### config.mk
export PLATFORM = sky130hd
export DESIGN_NAME = rrrt_rob_ctrl
export DESIGN_NICKNAME = d
export VERILOG_FILES = /design/src/hw/rtl/rrrt_pkg.sv /design/src/hw/rtl/rrrt_rob_ctrl.sv
export SDC_FILE = /design/constraint.sdc
export NUM_CORES = 1
export LEC_CHECK = 0
export BUFFER_PORTS_ARGS = -buffer_cell sky130_fd_sc_hd__clkbuf_2
export CAP_MARGIN = 20
export CELL_PAD_IN_SITES_DETAIL_PLACEMENT = 1
export CELL_PAD_IN_SITES_GLOBAL_PLACEMENT = 2
export CORE_ASPECT_RATIO = 0.5
export CORE_MARGIN = 5
export CORE_UTILIZATION = 33
export CTS_CLUSTER_SIZE = 24
export DETAILED_ROUTE_END_ITERATION = 7
export GPL_TIMING_DRIVEN = 0
export PLACE_DENSITY = 0.87
export SETUP_SLACK_MARGIN = 0.4
export SYNTH_ARGS = -nofsm -noshare
export SYNTH_HDL_FRONTEND = slang
export SYNTH_SLANG_ARGS = --single-unit
### constraint.sdc
create_clock -name clock -period 4.5 [get_ports clock]
set_clock_uncertainty 0.05 [all_clocks]
set_input_delay 0.9 -clock clock [delete_from_list [all_inputs] [get_ports clock]]
set_output_delay 0.9 -clock clock [all_outputs]
set_load 0.02 [all_outputs]
### src/hw/rtl/rrrt_pkg.sv
// Shared types and constants for the register rename and reorder table.
// No dependencies.
package rrrt_pkg;
   localparam logic [1:0] OP_ISSUE = 2'd0;
   localparam logic [1:0] OP_WB = 2'd1;
   localparam logic [1:0] OP_COMMIT = 2'd2;
   localparam logic [1:0] OP_NOP = 2'd3;
   localparam logic [1:0] ST_DONE = 2'd0;
   localparam logic [1:0] ST_FULL = 2'd1;
   localparam logic [1:0] ST_EMPTY = 2'd2;
   localparam logic [1:0] ST_PENDING = 2'd3;

   typedef struct packed {
      logic [1:0] opcode;
      logic src1_used;
      logic src1_is_fp;
      logic [5:0] src1_index;
      logic src2_used;
      logic src2_is_fp;
      logic [5:0] src2_index;
      logic dst_used;
      logic dst_is_fp;
      logic [5:0] dst_index;
      logic [3:0] wb_tag;
      logic [31:0] wb_value;
   } req_type;

   typedef struct packed {
      logic [1:0] status;
      logic src1_ready;
      logic [3:0] src1_tag;
      logic [31:0] src1_value;
      logic src2_ready;
      logic [3:0] src2_tag;
      logic [31:0] src2_value;
      logic [3:0] dst_tag;
      logic [3:0] retired_tag;
      logic [4:0] occupancy;
   } rsp_type;
endpackage

### src/hw/rtl/rrrt_rob_ctrl.sv
// Reorder buffer control: head, tail, count, done bits and entry records.
// Depends on rrrt_pkg.
module rrrt_rob_ctrl #(
   parameter int DEPTH = 16,
   parameter int TW = 4
) (
   input logic clock,
   input logic reset,
   input logic [4:0] csr_wdata,
   input logic csr_we,
   input logic [1:0] opcode,
   input logic fire,
   input logic [6:0] dest,
   input logic [3:0] wb_tag,
   input logic [31:0] wb_value,
   output logic issue_ok,
   output logic commit_ok,
   output logic wb_ok,
   output logic [1:0] status,
   output logic [TW-1:0] tail,
   output logic [TW-1:0] head,
   output logic [4:0] count_next
);
   localparam int CW = $clog2(DEPTH + 1);
   logic [4:0] limit_ff;
   logic [TW-1:0] head_ff, tail_ff;
   logic [CW-1:0] count_ff;
   logic [DEPTH-1:0] done_ff;
   logic [31:0] value_ff [DEPTH];
   logic [6:0] dest_ff [DEPTH];
   logic [CW-1:0] wrap;
   logic [TW-1:0] tail_in, head_in;

   always_comb begin
      if (limit_ff == 5'd0) wrap = CW'(1);
      else if (32'(limit_ff) > DEPTH) wrap = CW'(DEPTH);
      else wrap = CW'(limit_ff);
      issue_ok = fire && opcode == rrrt_pkg::OP_ISSUE && count_ff < wrap;
      wb_ok = fire && opcode == rrrt_pkg::OP_WB && 32'(wb_tag) < DEPTH;
      commit_ok = fire && opcode == rrrt_pkg::OP_COMMIT && count_ff != '0 && done_ff[head_ff];
      status = rrrt_pkg::ST_DONE;
      if (opcode == rrrt_pkg::OP_ISSUE && count_ff >= wrap) status = rrrt_pkg::ST_FULL;
      else if (opcode == rrrt_pkg::OP_COMMIT && count_ff == '0) status = rrrt_pkg::ST_EMPTY;
      else if (opcode == rrrt_pkg::OP_COMMIT && !done_ff[head_ff])
         status = rrrt_pkg::ST_PENDING;
      tail_in = ({1'b0, tail_ff} + 1'b1 >= (TW+1)'(wrap)) ? '0 : tail_ff + 1'b1;
      head_in = ({1'b0, head_ff} + 1'b1 >= (TW+1)'(wrap)) ? '0 : head_ff + 1'b1;
      count_next = 5'(count_ff);
      if (issue_ok) count_next = 5'(count_ff + 1'b1);
      else if (commit_ok) count_next = 5'(count_ff - 1'b1);
      tail = tail_ff;
      head = head_ff;
   end

   always_ff @(posedge clock) begin
      if (reset) begin
         limit_ff <= 5'd16;
         head_ff <= '0; tail_ff <= '0; count_ff <= '0; done_ff <= '0;
      end else begin
         if (csr_we) limit_ff <= csr_wdata;
         count_ff <= CW'(count_next);
         if (issue_ok) begin
            tail_ff <= tail_in;
            done_ff[tail_ff] <= 1'b0;
         end
         if (wb_ok) done_ff[TW'(wb_tag)] <= 1'b1;
         if (commit_ok) begin
            head_ff <= head_in;
            done_ff[head_ff] <= 1'b0;
         end
      end
   end

   always_ff @(posedge clock) begin
      if (issue_ok) dest_ff[tail_ff] <= dest;
      if (wb_ok) value_ff[TW'(wb_tag)] <= wb_value;
   end

   logic unused;
   assign unused = ^{value_ff[head_ff], dest_ff[head_ff]};
endmodule

==> results.py <==
metrics = {
    "pwr": {
        "p_leak_nw": 1.227,
        "p_switching_mw": 0.1905,
        "swShare_pct": 24.57,
        "clkPwrFrac_pct": 49.8,
        "peakVddDrop_uv": 118.5,
        "intPower_mw": 0.5846,
        "comb_power_share_pct": 10.1,
        "power_frac_seq_pct": 40.1,
        "cellPowerDensity_nw_per_um2": 256.4,
    },
    "placed_design": {
        "pre_cts_ws_ns": 0.8546,
        "io_buffers": 30,
        "gp_congestion": 0.8278,
        "dp.cells": 437,
        "hpwl_mm": 6.204,
        "dpl_cell_area_um2": 2855,
    },
    "cells_and_area": {
        "syn2layout_area_growth_pct": 17.62,
        "drive_gt1_share_pct": 18.40,
        "fin_nets": 415,
        "instances_no_fill": 445,
        "antenna_cells": 0,
        "final_cell_area_um2": 3023,
    },
    "route": {
        "drtAntennaViolNets": 0,
        "drc_errors": 0,
        "wire_per_inst_um": 17.84,
        "vias": 2487,
        "initialDrtViolationCount": 114,
        "first_pass_iters": 5,
        "viasPerCell": 5.589,
        "drt-total-wl_mm": 7.940,
    },
    "synthesis": {
        "syn_nets": 378,
        "yosysWarnings": 0,
        "seq_area_frac_synth_pct": 26.48,
        "synth.avg_cell_area_um2": 8.595,
        "synth_most_common_cell": "dfxtp_1",
        "syn_inst": 299,
        "netlist_top_cells_area": "dfxtp_1, ha_1, a311o_1",
        "synth_enable_flop_cells": 0,
        "synth.ff_latch_count": 34,
        "synth_common_cells": "dfxtp_1, inv_1, nand2_1",
        "ys_types": 56,
        "synth_area_um2": 2570,
        "synth-async-reset-ratio_pct": 0,
        "yosysTopAreaCellShare_pct": 26.48,
        "synth_ff_type": "dfxtp_1",
        "yosysTopAreaCell": "dfxtp_1",
    },
    "floorplanning": {
        "chipHeight_um": 72.40,
        "num_io_pins": 72,
        "dieArea_um2": 9760,
        "initial_core_util_pct": 34.45,
        "rows": 22,
        "die_x_um": 134.8,
        "core-area_um2": 7460,
    },
    "clocking": {
        "clkTransAtPathRegs_ns": 0.06,
        "cts.sinks": 34,
        "cts_tree": "done",
        "cts-root-buf": "clkbuf_16",
        "clockBufferDepth": 2,
        "htree_levels": 2,
        "postCtsSetupBuffers": 0,
        "clkLatencyLatePin_ns": 0.28,
        "numCtsBuffers": 5,
    },
    "status": {
        "outcome": "finished, final reports clean",
    },
    "sta": {
        "setup_viol": 0,
        "fin_crit_sh_pct": 84.89,
        "period_needed_ns": 3.820,
        "fin_hold_ws_ns": 0.4568,
        "maxSlewViolCount": 0,
        "fin_setup_tns_ns": 0,
        "fmax_ghz": 0.2618,
        "worstMarginPinSlew_ns": 0.7782,
        "rsz0062_at_grt": "false",
        "maxSlewHeadroom_pct": 47.39,
        "worst_slack_ns": 0.6799,
        "hold_viol": 0,
    },
    "critical_path": {
        "critPathMaxStageDelay_ns": 0.64,
        "crit_path_top_delay_cell": "mux4_1",
        "crit_family": "simple AND/OR/NAND/NOR gates",
        "worstSetupPathType": "register to output pin",
        "endpoint_kind": "output pin",
        "crit_chain": "mux4_1 -> or2_1 -> a32oi_2 -> buf_6 -> nor3_2 -> or3_1 -> clkbuf_2",
        "cp_data_arrival_time_ns": 2.87,
        "path_max_fanout": 10,
        "crit_buf_inv": 2,
        "start_kind": "register",
        "worst_ep_required_time_ns": 3.55,
    },
    "global_route": {
        "grt_max_degree": 12,
        "grt_pass1_vias": 2659,
        "met2_usage_pct": 27.95,
        "use_met3_pct": 4.086,
        "grt.busiest_layer": "met2",
        "grt_pass1_wl_mm": 13.21,
        "grt_util_all_layers_pct": 16.75,
        "grt_overflow_total": 0,
        "met1_usage_pct": 21.60,
        "antenna_found_initial": 0,
    },
    "run": {
        "max-cap-violations": 0,
    },
    "hold_path": {
        "hp-class": "register to register",
    },
}
## worst paths after layout
kind          startpoint            end  slack (ns)  cells after the start
min          limit_ff[0]    limit_ff[0]        0.46                      2
max              head[1]  count_next[1]        0.68                      7
max reg2reg  limit_ff[4]    done_ff[10]        1.55                     10
min reg2reg  limit_ff[0]    limit_ff[0]        0.46                      2
## cells in the final DEF (no fill, tap or decap), drive strengths merged, types with 6 or more instances in the layout
master and count:
dfxtp 34, o211ai 6, a21oi 13, mux2i 7, nand2b 6, clkbuf 47, inv 30, nor2 16
nand3 6, nor2b 6, nand2 29, a32oi 17, ha 25, a311o 16, and3 6, nor3 6
## final cells by class
class                   count  area (um2)
inverters                  30       112.6
clock buffers               8       166.4
fillers                   907        4437
multi-input cells         220        1668
repair buffers             30       150.1
flip-flops and latches     34       680.7
well taps                 108       135.1
plain buffers              15       110.1
## what timing repair did
action,CTS,global route
setup endpoints to repair,0,1
resized for setup,0,1
hold buffers,0,0
## power groups by stage
stage | combinational (mW) | clock (mW) | sequential [mW]
3_5_place_dp | 0.0777 | 0 | 0.318
3_3_place_gp | 0.0745 | 0 | 0.317
6_report | 0.0785 | 0.386 | 0.311
2_1_floorplan | 0.0486 | 0 | 0.317
5_1_grt | 0.0883 | 0.402 | 0.312
4_1_cts | 0.0788 | 0.386 | 0.311
## worst min-delay path, cell delays in order (launching register included)
cell and delay, ns:
dfxtp_1 0.32, mux2i_1 0.07, nor2_1 0.08
## routing by layer
metal,up-vias,part of all wire [%],wire (um)
met4,0,1.4,111
met5,-,0,0
met3,12,5.4,425
met1,1214,46,3684
met2,71,47,3718
li1,1190,-,-
## registers in the layout (all words and copies together), names as in the netlist
signal and cells:
done_ff 16, count_ff 5, limit_ff 5, head 4, tail 4
## metrics by stage
step	total power, mW	util (%)
after floorplan	0.3654	-
after global placement	0.3916	38.28
after detailed placement	0.3953	38.28
after CTS	0.7760	40.51
after global routing	0.8018	40.52
final	0.7750	40.52
## cell families after synthesis
family	synth area share, %
adder cells (fa/ha/maj)	12.17
multiplexers	5.940
buffers and inverters	8.617
XOR/XNOR	1.704
AND/OR/NAND/NOR	21.28
AO/OA/AOI/OAI	23.81
flip-flops	26.48
Power figures use the tool's default switching activity.
